===== src/design/ang_pkg.sv =====
// ang_pkg: shared types and constants for the audio noise gate
// no dependencies; imported by ang_unit, ang_core and audio_noise_gate

package ang_pkg;

  // field widths
  localparam int unsigned SAMPLE_W = 16;
  localparam int unsigned PHASE_W  = 2;
  localparam int unsigned ENERGY_W = 48;
  localparam int unsigned THR_W    = 34;
  localparam int unsigned ATT_W    = 14;
  localparam int unsigned HOLD_W   = 16;
  localparam int unsigned CFG_W    = 34;
  localparam int unsigned ADDR_W   = 2;

  // shared multiplier operand and product widths
  localparam int unsigned OPND_W = 24;
  localparam int unsigned PROD_W = 2 * OPND_W;

  // magnitude product |sample| * attack count fits in this many bits
  localparam int unsigned DIV_STEPS = 29;
  localparam int unsigned STEP_W    = $clog2(DIV_STEPS);

  // discharge factor 0.9875778 in Q0.24
  localparam logic [OPND_W-1:0] DISCHARGE_Q24 = 24'd16568806;
  localparam logic [ENERGY_W-1:0] ENERGY_MAX = {ENERGY_W{1'b1}};

  // register reset values
  localparam logic [THR_W-1:0]  THR_RESET  = 34'd31470000;
  localparam logic [ATT_W-1:0]  ATT_RESET  = 14'd1440;
  localparam logic [HOLD_W-1:0] HOLD_RESET = 16'd4800;

  // gate phases
  localparam logic [PHASE_W-1:0] PHASE_GATE   = 2'd0;
  localparam logic [PHASE_W-1:0] PHASE_ATTACK = 2'd1;
  localparam logic [PHASE_W-1:0] PHASE_HOLD   = 2'd2;

  // configuration register indexes
  typedef enum logic [ADDR_W-1:0] {
    REG_ENABLE    = 2'd0,
    REG_THRESHOLD = 2'd1,
    REG_ATTACK    = 2'd2,
    REG_HOLD      = 2'd3
  } reg_idx_e;

  // shared unit operations
  typedef enum logic [1:0] {
    OP_NONE = 2'd0,
    OP_MUL  = 2'd1,
    OP_DIV  = 2'd2
  } unit_op_e;

  typedef struct packed {
    unit_op_e          op;
    logic [OPND_W-1:0] a;
    logic [OPND_W-1:0] b;
  } unit_req_t;

  typedef struct packed {
    logic              enable;
    logic [THR_W-1:0]  threshold;
    logic [ATT_W-1:0]  attack_ticks;
    logic [HOLD_W-1:0] hold_ticks;
  } cfg_t;

endpackage


===== src/design/audio_noise_gate.sv =====
// audio_noise_gate: top level with stream ports, configuration registers and output register
// depends on ang_pkg, ang_unit and ang_core

// Noise gate for signed Q1.15 audio samples with a leaky energy detector, an attack ramp
// and a hold time. One sample is processed at a time through a single shared 24x24
// multiplier that also runs a restoring divider one quotient bit per cycle. With gating
// disabled the sample goes straight to the result; the next sample is taken only once
// the result has left the core. In the gate and hold phases, and in attack with zero
// attack_ticks, the energy and phase steps come first. In the attack phase with nonzero
// attack_ticks the result also waits for the scaling multiply and the 29 divide steps.
// The result sits in an output register, so a new sample is taken while it waits.
// Configuration registers: 0 gate_enable, 1 threshold_energy (Q8.40), 2 attack_ticks,
// 3 hold_ticks; write them only while no sample is in flight.

module audio_noise_gate import ang_pkg::*; (
  input  logic                clk_i,
  input  logic                rst_ni,
  // input stream
  input  logic                s_axis_tvalid,
  output logic                s_axis_tready,
  input  logic [15:0]         s_axis_tdata,   // [15:0] sample_in
  // output stream
  output logic                m_axis_tvalid,
  input  logic                m_axis_tready,
  output logic [15:0]         m_axis_tdata,   // [15:0] sample_out
  output logic [1:0]          m_axis_tuser,   // [1:0] gate_phase
  // configuration write port
  input  logic                cfg_we_i,
  input  logic [ADDR_W-1:0]   cfg_addr_i,
  input  logic [CFG_W-1:0]    cfg_wdata_i
);

  cfg_t                cfg_q;
  unit_req_t           req;
  logic [PROD_W-1:0]   prod;
  logic                core_out_valid;
  logic                slot_free;
  logic [SAMPLE_W-1:0] core_sample;
  logic [PHASE_W-1:0]  core_phase;
  logic                m_valid_q;
  logic [SAMPLE_W-1:0] m_data_q;
  logic [PHASE_W-1:0]  m_user_q;

  // configuration registers
  always_ff @(posedge clk_i or negedge rst_ni) begin
    if (!rst_ni) begin
      cfg_q.enable       <= 1'b0;
      cfg_q.threshold    <= THR_RESET;
      cfg_q.attack_ticks <= ATT_RESET;
      cfg_q.hold_ticks   <= HOLD_RESET;
    end else if (cfg_we_i) begin
      unique case (reg_idx_e'(cfg_addr_i))
        REG_ENABLE:    cfg_q.enable       <= cfg_wdata_i[0];
        REG_THRESHOLD: cfg_q.threshold    <= cfg_wdata_i[THR_W-1:0];
        REG_ATTACK:    cfg_q.attack_ticks <= cfg_wdata_i[ATT_W-1:0];
        REG_HOLD:      cfg_q.hold_ticks   <= cfg_wdata_i[HOLD_W-1:0];
        default: begin
        end
      endcase
    end
  end

  ang_unit u_unit (
    .clk_i  (clk_i),
    .req_i  (req),
    .prod_o (prod)
  );

  ang_core u_core (
    .clk_i       (clk_i),
    .rst_ni      (rst_ni),
    .cfg_i       (cfg_q),
    .in_valid_i  (s_axis_tvalid),
    .in_ready_o  (s_axis_tready),
    .sample_i    (s_axis_tdata),
    .out_valid_o (core_out_valid),
    .out_ready_i (slot_free),
    .sample_o    (core_sample),
    .phase_o     (core_phase),
    .req_o       (req),
    .prod_i      (prod)
  );

  // output register
  assign slot_free = !m_valid_q || m_axis_tready;

  always_ff @(posedge clk_i or negedge rst_ni) begin
    if (!rst_ni) begin
      m_valid_q <= 1'b0;
      m_data_q  <= '0;
      m_user_q  <= PHASE_GATE;
    end else if (slot_free) begin
      m_valid_q <= core_out_valid;
      if (core_out_valid) begin
        m_data_q <= core_sample;
        m_user_q <= core_phase;
      end
    end
  end

  assign m_axis_tvalid = m_valid_q;
  assign m_axis_tdata  = m_data_q;
  assign m_axis_tuser  = m_user_q;

  // phase code on the output is always a real phase
  a_phase_code: assert property (@(posedge clk_i) disable iff (!rst_ni)
    m_axis_tvalid |-> (m_axis_tuser == PHASE_GATE || m_axis_tuser == PHASE_ATTACK ||
                       m_axis_tuser == PHASE_HOLD))
    else $error("invalid gate phase on output");

  // one sample at a time: input closes right after a transaction
  a_one_at_a_time: assert property (@(posedge clk_i) disable iff (!rst_ni)
    (s_axis_tvalid && s_axis_tready) |=> !s_axis_tready)
    else $error("input accepted while a sample is in flight");

  // a finished result never coexists with an open input
  a_result_busy: assert property (@(posedge clk_i) disable iff (!rst_ni)
    core_out_valid |-> !s_axis_tready)
    else $error("core result pending while input ready");

endmodule


===== src/design/ang_unit.sv =====
// ang_unit: shared 24x24 multiplier with a restoring divide step on its product register
// depends on ang_pkg

module ang_unit import ang_pkg::*; (
  input  logic              clk_i,
  input  unit_req_t         req_i,
  output logic [PROD_W-1:0] prod_o
);

  logic [PROD_W-1:0] prod_q;
  logic [ATT_W-1:0]  rem_q;
  logic [ATT_W:0]    trial;
  logic [ATT_W:0]    diff;
  logic              ge;

  // one restoring divide step: next dividend bit sits at the top of the quotient field
  assign trial = {rem_q, prod_q[DIV_STEPS-1]};
  assign diff  = trial - {1'b0, req_i.b[ATT_W-1:0]};
  assign ge    = trial >= {1'b0, req_i.b[ATT_W-1:0]};

  // product / quotient and remainder registers
  always_ff @(posedge clk_i) begin
    unique case (req_i.op)
      OP_MUL: begin
        prod_q <= req_i.a * req_i.b;
        rem_q  <= '0;
      end
      OP_DIV: begin
        prod_q <= {prod_q[PROD_W-2:0], ge};
        rem_q  <= ge ? diff[ATT_W-1:0] : trial[ATT_W-1:0];
      end
      default: begin
      end
    endcase
  end

  assign prod_o = prod_q;

endmodule


===== src/design/ang_core.sv =====
// ang_core: sequencer and gate state; drives the shared unit step by step
// depends on ang_pkg; works with ang_unit

module ang_core import ang_pkg::*; (
  input  logic                clk_i,
  input  logic                rst_ni,
  input  cfg_t                cfg_i,
  input  logic                in_valid_i,
  output logic                in_ready_o,
  input  logic [SAMPLE_W-1:0] sample_i,
  output logic                out_valid_o,
  input  logic                out_ready_i,
  output logic [SAMPLE_W-1:0] sample_o,
  output logic [PHASE_W-1:0]  phase_o,
  output unit_req_t           req_o,
  input  logic [PROD_W-1:0]   prod_i
);

  typedef enum logic [3:0] {
    S_IDLE, S_SQ, S_ADD, S_MLO, S_MHI, S_LEAK, S_PHASE, S_SMUL, S_DIV, S_SAT, S_OUT
  } state_e;

  state_e                state_q;
  logic [PHASE_W-1:0]    phase_q;
  logic [ENERGY_W-1:0]   energy_q;
  logic [ENERGY_W-1:0]   sum_q;
  logic [ATT_W-1:0]      att_cnt_q;
  logic [HOLD_W-1:0]     hold_cnt_q;
  logic [SAMPLE_W-1:0]   sample_q;
  logic [SAMPLE_W-1:0]   y_q;
  logic [OPND_W:0]       lo_rnd_q;
  logic [STEP_W-1:0]     step_q;

  logic [SAMPLE_W-1:0]   mag;
  logic [ENERGY_W:0]     sum_full;
  logic [ENERGY_W:0]     leak_full;
  logic [ENERGY_W:0]     rnd_full;
  logic                  loud;
  logic                  loud_ge;
  logic [HOLD_W-1:0]     hold_next;
  logic [DIV_STEPS-1:0]  quot;

  // magnitude of the held sample
  assign mag = sample_q[SAMPLE_W-1] ? (~sample_q + 1'b1) : sample_q;

  // energy accumulate with the square in Q8.40, then leak
  assign sum_full  = {1'b0, energy_q} + {prod_i[ENERGY_W-11:0], 10'b0};
  assign rnd_full  = {1'b0, prod_i} + (ENERGY_W+1)'(1 << (OPND_W-1));
  assign leak_full = {1'b0, prod_i} + (ENERGY_W+1)'(lo_rnd_q);

  // threshold compares on the updated energy
  assign loud    = energy_q >  ENERGY_W'(cfg_i.threshold);
  assign loud_ge = energy_q >= ENERGY_W'(cfg_i.threshold);

  assign hold_next = loud_ge ? '0 :
                     (hold_cnt_q != {HOLD_W{1'b1}}) ? hold_cnt_q + 1'b1 : hold_cnt_q;

  assign quot = prod_i[DIV_STEPS-1:0];

  // requests to the shared unit
  always_comb begin
    req_o.op = OP_NONE;
    req_o.a  = '0;
    req_o.b  = '0;
    unique case (state_q)
      S_SQ: begin
        req_o.op = OP_MUL;
        req_o.a  = OPND_W'(mag);
        req_o.b  = OPND_W'(mag);
      end
      S_MLO: begin
        req_o.op = OP_MUL;
        req_o.a  = sum_q[OPND_W-1:0];
        req_o.b  = DISCHARGE_Q24;
      end
      S_MHI: begin
        req_o.op = OP_MUL;
        req_o.a  = sum_q[ENERGY_W-1:OPND_W];
        req_o.b  = DISCHARGE_Q24;
      end
      S_SMUL: begin
        req_o.op = OP_MUL;
        req_o.a  = OPND_W'(mag);
        req_o.b  = OPND_W'(att_cnt_q);
      end
      S_DIV: begin
        req_o.op = OP_DIV;
        req_o.b  = OPND_W'(cfg_i.attack_ticks);
      end
      default: begin
      end
    endcase
  end

  // sequencer and gate state
  always_ff @(posedge clk_i or negedge rst_ni) begin
    if (!rst_ni) begin
      state_q    <= S_IDLE;
      phase_q    <= PHASE_GATE;
      energy_q   <= '0;
      att_cnt_q  <= '0;
      hold_cnt_q <= '0;
      sum_q      <= '0;
      sample_q   <= '0;
      y_q        <= '0;
      lo_rnd_q   <= '0;
      step_q     <= '0;
    end else begin
      unique case (state_q)
        S_IDLE: begin
          if (in_valid_i) begin
            sample_q <= sample_i;
            if (cfg_i.enable) begin
              state_q <= S_SQ;
            end else begin
              // bypass clears all gate state
              phase_q    <= PHASE_GATE;
              energy_q   <= '0;
              att_cnt_q  <= '0;
              hold_cnt_q <= '0;
              y_q        <= sample_i;
              state_q    <= S_OUT;
            end
          end
        end
        S_SQ: state_q <= S_ADD;
        S_ADD: begin
          sum_q   <= sum_full[ENERGY_W] ? ENERGY_MAX : sum_full[ENERGY_W-1:0];
          state_q <= S_MLO;
        end
        S_MLO: state_q <= S_MHI;
        S_MHI: begin
          // rounded low partial product
          lo_rnd_q <= rnd_full[ENERGY_W:OPND_W];
          state_q  <= S_LEAK;
        end
        S_LEAK: begin
          energy_q <= leak_full[ENERGY_W] ? ENERGY_MAX : leak_full[ENERGY_W-1:0];
          state_q  <= S_PHASE;
        end
        S_PHASE: begin
          state_q <= S_OUT;
          unique case (phase_q)
            PHASE_GATE: begin
              if (loud) begin
                phase_q <= PHASE_ATTACK;
              end
              att_cnt_q <= '0;
              y_q       <= '0;
            end
            PHASE_ATTACK: begin
              if (loud) begin
                if (att_cnt_q < cfg_i.attack_ticks) begin
                  att_cnt_q <= att_cnt_q + 1'b1;
                end else begin
                  phase_q    <= PHASE_HOLD;
                  hold_cnt_q <= '0;
                end
              end else if (att_cnt_q != '0) begin
                att_cnt_q <= att_cnt_q - 1'b1;
              end
              // zero attack ticks passes the sample unscaled
              y_q <= sample_q;
              if (cfg_i.attack_ticks != '0) begin
                state_q <= S_SMUL;
              end
            end
            default: begin
              hold_cnt_q <= hold_next;
              if (hold_next >= cfg_i.hold_ticks) begin
                phase_q <= PHASE_GATE;
              end
              y_q <= sample_q;
            end
          endcase
        end
        S_SMUL: begin
          step_q  <= '0;
          state_q <= S_DIV;
        end
        S_DIV: begin
          step_q <= step_q + 1'b1;
          if (step_q == STEP_W'(DIV_STEPS - 1)) begin
            state_q <= S_SAT;
          end
        end
        S_SAT: begin
          // restore sign and clamp to 16-bit range
          if (sample_q[SAMPLE_W-1]) begin
            y_q <= (quot > DIV_STEPS'(32768)) ? 16'h8000 : ~quot[SAMPLE_W-1:0] + 1'b1;
          end else begin
            y_q <= (quot > DIV_STEPS'(32767)) ? 16'h7fff : quot[SAMPLE_W-1:0];
          end
          state_q <= S_OUT;
        end
        S_OUT: begin
          if (out_ready_i) begin
            state_q <= S_IDLE;
          end
        end
        default: state_q <= S_IDLE;
      endcase
    end
  end

  assign in_ready_o  = (state_q == S_IDLE);
  assign out_valid_o = (state_q == S_OUT);
  assign sample_o    = y_q;
  assign phase_o     = phase_q;

endmodule


===== config.mk =====
export PLATFORM = sky130hd
export DESIGN_NAME = audio_noise_gate
export DESIGN_NICKNAME = d
export VERILOG_FILES = /design/src/design/ang_pkg.sv /design/src/design/audio_noise_gate.sv /design/src/design/ang_unit.sv /design/src/design/ang_core.sv
export SDC_FILE = /design/constraint.sdc
export NUM_CORES = 2
export LEC_CHECK = 0
export BUFFER_PORTS_ARGS = -buffer_cell sky130_fd_sc_hd__buf_2
export CORE_ASPECT_RATIO = 1.2
export CORE_UTILIZATION = 50
export CTS_CLUSTER_SIZE = 16
export DETAILED_ROUTE_END_ITERATION = 12
export PLACE_DENSITY = 0.66
export SYNTH_ARGS = -nofsm -noshare
export SYNTH_HDL_FRONTEND = slang
export SYNTH_SLANG_ARGS = --single-unit

===== constraint.sdc =====
create_clock -name clk_i -period 11.7 [get_ports clk_i]
set_input_delay 2.34 -clock clk_i [delete_from_list [all_inputs] [get_ports clk_i]]
set_output_delay 2.34 -clock clk_i [all_outputs]
set_load 0.01 [all_outputs]

Word-level counts from Yosys, hierarchy flattened
Index checks and enable logic that the tools add are counted.
{"block": "totals", "output_inout_bits": 20, "ff_bits": 340, "input_bits": 57, "word_cells": 146}
{"block": "op_classes", "multipliers": 1, "n_addsub": 10, "bitwise": 2, "muxes": 50, "n_eq_ne": 30, "n_lt_le_gt_ge": 7, "reduce_logical": 27}
{"cell": "2-to-1 mux 16 bit", "count": 13}
{"cell": "2-to-1 mux 48 bit", "count": 4}
{"cell": "case mux 48 bit (2 select lines)", "count": 2}
{"cell": "case mux 24 bit (4 select lines)", "count": 1}
{"cell": "2-to-1 mux 14 bit", "count": 6}
{"cell": "case mux 14 bit (2 select lines)", "count": 3}
{"cell": "case mux 24 bit (3 select lines)", "count": 1}
{"cell": "case mux 16 bit (2 select lines)", "count": 2}
{"cell": "adder 48 x 24 -> 49 bit, second input constant", "count": 1}
{"cell": "adder 48 x 25 -> 49 bit", "count": 1}
{"cell": "adder 48 x 48 -> 49 bit", "count": 1}
{"cell": "adder 16 x 1 -> 16 bit, second input constant", "count": 3}
{"cell": "greater-or-equal comparator 48 x 34 -> 1 bit", "count": 1}
{"cell": "greater-than comparator 48 x 34 -> 1 bit", "count": 1}
{"cell": "multiplier 24 x 24 -> 48 bit", "count": 1}
{"cell": "case mux 16 bit (3 select lines)", "count": 1}
{"cell": "case mux 4 bit (11 select lines)", "count": 1}
{"cell": "NOT 16 bit", "count": 2}
{"cell": "greater-than comparator 29 x 15 -> 1 bit, second input constant", "count": 1}
{"cell": "greater-than comparator 29 x 16 -> 1 bit, second input constant", "count": 1}
{"cell": "nonzero test 14 bit", "count": 2}
{"cell": "2-to-1 mux 4 bit", "count": 6}
{"cell": "== test 4 x 3 -> 1 bit, second input constant", "count": 4}
{"cell": "greater-or-equal comparator 16 bit", "count": 1}
{"cell": "36 further kinds", "count": 67}

Depth between registers and ports, before layout
{"block": "logic_depth", "ltp_word": 7, "depth_mapped": 35, "mapped_depth_nobuf": 33}

Cells and area by module
From an unflattened synthesis, not the netlist that was laid out.
{"block": "hier_totals", "cells_unflattened": 4643, "area_unflattened_um2": 41444.7}
{"module": "ang_unit", "area_per_inst_um2": 22371.5, "cells_each": 2512, "n_inst": 1, "seq_area_each_um2": 1861.8}
{"module": "ang_core", "area_per_inst_um2": 15897.7, "cells_each": 1951, "n_inst": 1, "seq_area_each_um2": 4854.7}
{"module": "audio_noise_gate", "area_per_inst_um2": 3175.5, "cells_each": 180, "n_inst": 1, "seq_area_each_um2": 2124.5}

Worst setup path after synthesis
Ideal clock, no wire load.
{"block": "synth_timing", "kind": "reg-to-reg", "from": "register u_core.sample_q[3]", "to": "register u_unit.prod_q[47] (netlist: u_unit.prod_o[47]), data pin", "synth_period_minus_slack_ns": 8.980, "arrival_ns": 8.710, "setup_ns": 0.270, "n_path_buf": 2, "path_slack_ns": 2.720, "required_ns": 11.430, "path_stages_with_launch": 34, "path_cell_list": "dfrtp_1 nor3_1 nand3_1 or4_1 or4_1 o31ai_2 xor2_1 nor2_1 a221oi_4 buf_4 nor2_1 fa_1 inv_1 fa_1 fa_1 inv_1 fa_1 fa_1 fa_1 inv_1 fa_1 inv_1 ha_1 clkbuf_1 and4_1 nand2b_1 o22ai_1 a211o_1 a2111o_1 a31o_1 a311oi_4 nor2_2 and4bb_1 a311oi_1"}
{"block": "synth_between", "elab_chain_cells": 6, "word_cells_on_any_way": 7, "classes_between": "1 x add/sub; 1 x mul; 4 x mux; 1 x bitwise"}
{"element": "start: declaration", "line": "ang_core.sv:29", "source": "logic [SAMPLE_W-1:0] sample_q;"}
{"element": "start signal: assignment", "line": "ang_core.sv:112", "source": "sample_q <= sample_i;"}
{"element": "NOT 16 bit", "line": "ang_core.sv:44", "source": "assign mag = sample_q[SAMPLE_W-1] ? (~sample_q + 1'b1) : sample_q;"}
{"element": "adder 16 x 1 -> 16 bit", "line": "ang_core.sv:44"}
{"element": "2-to-1 mux 16 bit *", "line": "ang_core.sv:44"}
{"element": "case mux 24 bit (4 select lines) or case mux 24 bit (3 select lines) (tied branches)", "line": "ang_core.sv:65", "source": "unique case (state_q)"}
{"element": "multiplier 24 x 24 -> 48 bit *", "line": "ang_unit.sv:25", "source": "prod_q <= req_i.a * req_i.b;"}
{"element": "case mux 48 bit (2 select lines) *", "line": "ang_unit.sv:23", "source": "unique case (req_i.op)"}
{"element": "end signal: assignment", "line": "ang_unit.sv:25"}
{"element": "end signal: assignment", "line": "ang_unit.sv:29", "source": "prod_q <= {prod_q[PROD_W-2:0], ge};"}
{"element": "end: declaration", "line": "ang_unit.sv:10", "source": "logic [PROD_W-1:0] prod_q;"}
Every way passes the cells marked *; elsewhere a longest branch is shown, timed or not.
A chain may end at the register's enable or synchronous reset.

Worst setup path in the final report
{"block": "layout_timing", "from": "register u_core.state_q[3]", "to": "register u_unit.prod_q[43] (netlist: u_unit.prod_o[43]), data pin"}
{"block": "layout_between", "elab_chain_cells": 5, "word_cells_on_any_way": 15, "classes_between": "1 x mul; 7 x eq/ne; 4 x mux; 3 x reduce/logical"}
{"element": "start: declaration", "line": "ang_core.sv:23", "source": "state_e state_q;"}
{"element": "start signal: assignment", "line": "ang_core.sv:98", "source": "state_q <= S_IDLE;"}
{"element": "start signal: assignment", "line": "ang_core.sv:114", "source": "state_q <= S_SQ;"}
{"element": "start signal: assignment", "line": "ang_core.sv:122", "source": "state_q <= S_OUT;"}
{"element": "== test 4 x 2 -> 1 bit, or another cell as far along", "line": "ang_core.sv:65"}
{"element": "OR reduction 2 bit (no source line) or OR reduction 4 bit (tied branches)"}
{"element": "case mux 24 bit (4 select lines), or another cell as far along", "line": "ang_core.sv:65"}
{"element": "multiplier 24 x 24 -> 48 bit, or another cell as far along", "line": "ang_unit.sv:25"}
{"element": "case mux 48 bit (2 select lines) *", "line": "ang_unit.sv:23"}
Marks and branches as above.

==> impl_metrics.sql <==
INSERT INTO impl_metrics (metric_group, metric, value, unit) VALUES
('sta', 'worst_pin_slew', '1.28', 'ns'),
('critical_path', 'critical_path.startpoint_type', 'register', ''),
('sta', 'fin_worst_hold_slack', '0.486', 'ns'),
('sta', 'max-slew-margin-rel', '0.144', ''),
('placement', 'placement.io_buffers', '76', ''),
('clock_tree', 'cts.hold.buffers_added', '0', ''),
('global_route', 'via_count_of_the_first_global_routing_pass', '30500', ''),
('route', 'routed_wirelength', '111000', 'um'),
('sta', 'report.final.setup_viol', '0', ''),
('route', 'wl_per_cell', '20.9', 'um'),
('synth', 'synth.most_common_cell', 'sky130_fd_sc_hd__inv_1', ''),
('critical_path', 'worst_ep_arrival_time', '10.43', 'ns'),
('critical_path', 'crit_path_top_delay_cell', 'sky130_fd_sc_hd__nor3_2', ''),
('global_route', 'grt_first_pass_wirelength', '174000', 'um'),
('global_route', 'grt_ovf', '0', ''),
('clock_tree', 'tritoncts', 'done', ''),
('placement', 'place_ws', '1.72', 'ns'),
('synth', 'synth_top_flop_cell', 'sky130_fd_sc_hd__dfrtp_1', ''),
('final_layout', 'multi_input_gate_area_in_the_final_layout', '26600', 'sq um'),
('critical_path', 'timing.setup.critical_path_class', 'reg -> reg', ''),
('floorplan', 'fp-row-count', '110', ''),
('clock_tree', 'cts_post_setup_buffers_inserted', '0', ''),
('global_route', 'grt_antenna_before_repair', '0', ''),
('min_path', 'hp_class', 'reg -> reg', ''),
('sta', 'tns', '0', 'ns'),
('critical_path', 'timing.critical_path.from', 'u_core.state_q[3]', ''),
('route', 'routed-wl-met2', '55100', 'um'),
('route', 'top_layer_used', 'met4', ''),
('critical_path', 'ff2ff_setup_slack', '1.58', 'ns'),
('clock_tree', 'cts-resized-gates', '0', ''),
('critical_path', 'critical_path.top_delay_family', 'adder cells', ''),
('critical_path', 'crit_path_max_fanout', '52', ''),
('critical_path', 'r2r_start', 'u_core.state_q[3]', ''),
('floorplan', 'die-area', '77800', 'sq um'),
('placement', 'gp_routability_congestion', '0.974', ''),
('placement', 'place.detailed.hpwl', '89800', 'um'),
('critical_path', 'rr_worst_depth', '27', ''),
('critical_path', 'worst_path_most_repeated_cell', 'sky130_fd_sc_hd__fa_1', ''),
('route', 'wire_length_on_met3', '6060', 'um'),
('synth', 'yosysTopAreaCell', 'sky130_fd_sc_hd__fa_1', ''),
('floorplan', 'die-height', '305', 'um'),
('synth', 'synth_async_sr_flop_share', '0.818', ''),
('sta', 'worst_slack', '1.58', 'ns'),
('route', 'detail_route.drc_violations', '0', ''),
('route', 'drtIter0Drc', '2404', ''),
('final_layout', 'finalNonFillerCells', '5330', ''),
('synth', 'avgSynthCellArea', '9.10', 'sq um'),
('clock_tree', 'clock_path_buffers', '3', ''),
('floorplan', 'fp.coreArea', '75400', 'sq um'),
('sta', 'worst_clock_skew', '0.0221', 'ns'),
('synth', 'synth-edff-count', '62', ''),
('clock_tree', 'cts.htree.levels', '2', ''),
('critical_path', 'setup.worst_path.end', 'u_unit.prod_o[43]', ''),
('clock_tree', 'cts_inserted_buffers', '41', ''),
('route', 'avgViaCountPerCell', '5.72', ''),
('synth', 'ys_warn_count', '0', ''),
('run_status', 'run_status', 'finished clean', ''),
('route', 'dr_vias', '30500', ''),
('sta', 'grt_setup_unrepaired', 'no', ''),
('route', 'dr.pass1.iters', '6', ''),
('synth', 'syn_inst', '4216', ''),
('global_route', 'overall_track_demand_over_capacity_in_global_routing', '0.293', ''),
('clock_tree', 'clk_pin_slew_worst_paths', '0.06', 'ns'),
('sta', 'timing_hold_violations_final', '0', ''),
('final_layout', 'antenna_cells', '0', ''),
('route', 'ant_nets', '0', ''),
('synth', 'ys_types', '92', ''),
('critical_path', 'worst_r2r_endpoint', 'u_unit.prod_o[43]', ''),
('floorplan', 'design.portCount', '77', ''),
('synth', 'synth_top_area_share', '0.209', ''),
('synth', 'ys_top_cells_by_area', 'sky130_fd_sc_hd__fa_1, sky130_fd_sc_hd__dfrtp_1, sky130_fd_sc_hd__ha_1', '');
==> state kept, by name, summed over array words and instances, names as in the netlist, 14 cells and up <==
register,flops
cfg_q,65
u_core.energy_q,48
u_core.sum_q,48
u_unit.prod_o,48
u_core.lo_rnd_q,25
m_axis_tdata,16
u_core.hold_cnt_q,16
u_core.sample_o,16
u_core.sample_q,16
u_core.att_cnt_q,14
u_unit.rem_q,14
==> worst reg2reg max path, delay by kind of cell, from the launching register on <==
family	cells	cell delay [ns]
adders and majority gates	8	3.69
AOI/OAI and AO/OA	9	3.22
and+or+nand+nor	4	1.38
buffers and inverters	5	0.88
DFF	1	0.53
xor gates and xnor gates	1	0.17
==> placed cells by master (no fill, tap or decap), types with 99 or more instances in the layout <==
master	Yosys	final
sky130_fd_sc_hd__nand2_1	339	339
sky130_fd_sc_hd__mux2_2	111	111
sky130_fd_sc_hd__ha_1	366	365
sky130_fd_sc_hd__o21ai_0	192	191
sky130_fd_sc_hd__inv_1	701	700
sky130_fd_sc_hd__nor2_1	364	362
sky130_fd_sc_hd__fa_1	401	401
sky130_fd_sc_hd__dfrtp_1	260	260
sky130_fd_sc_hd__xnor2_1	99	99
sky130_fd_sc_hd__a21oi_1	204	201
==> stage by stage <==
step           area (sq um)   util
2_1_floorplan         38600      -
6_report              41600  0.551
5_1_grt               41600  0.551
3_3_place_gp          40100  0.532
3_5_place_dp          40100  0.532
4_1_cts               41600  0.551
==> per-layer routing <==
| metal | vias to the layer above | GRT usage |
|---|---|---|
| met1 | 15100 | 0.372 |
| met3 | 255 | 0.0364 |
| li1 | 14200 | - |
| met4 | 0 | 0.113 |
| met5 | - | 0 |
| met2 | 949 | 0.504 |
==> cells by family after synthesis <==
family,Yosys count,share of synthesized area
AOI/OAI and AO/OA,821,0.142
buffers and inverters,857,0.0843
adders and majority gates,768,0.329
muxes,127,0.0368
xor gates and xnor gates,195,0.0445
other,2,0.000196
and+or+nand+nor,1106,0.133
DFF,340,0.230
==> how the worst min path moves through the flow <==
stage,slack (ns),end,cells past startpoint,from
detailed placement,0.47,m_axis_tuser[1],2,m_axis_tuser[1]
CTS,0.49,m_axis_tuser[1],2,m_axis_tuser[1]
floorplan,0.46,u_core.energy_q[0],2,u_core.energy_q[0]
global route,0.51,m_axis_tuser[0],2,m_axis_tuser[0]
finish,0.49,m_axis_tuser[0],2,m_axis_tuser[0]
global placement,0.47,m_axis_tuser[1],2,m_axis_tuser[1]
==> cell type report <==
class                   count  area share
clock inverters            17     0.00605
inverters                 703      0.0635
repair buffers            130      0.0194
well taps                1008      0.0303
clock buffers              59      0.0288
flip-flops and latches    340       0.213
multi-input cells        3073       0.639
Power is not shown: default switching activity piles up to over one toggle a cycle in this logic, so the estimate is an artifact.
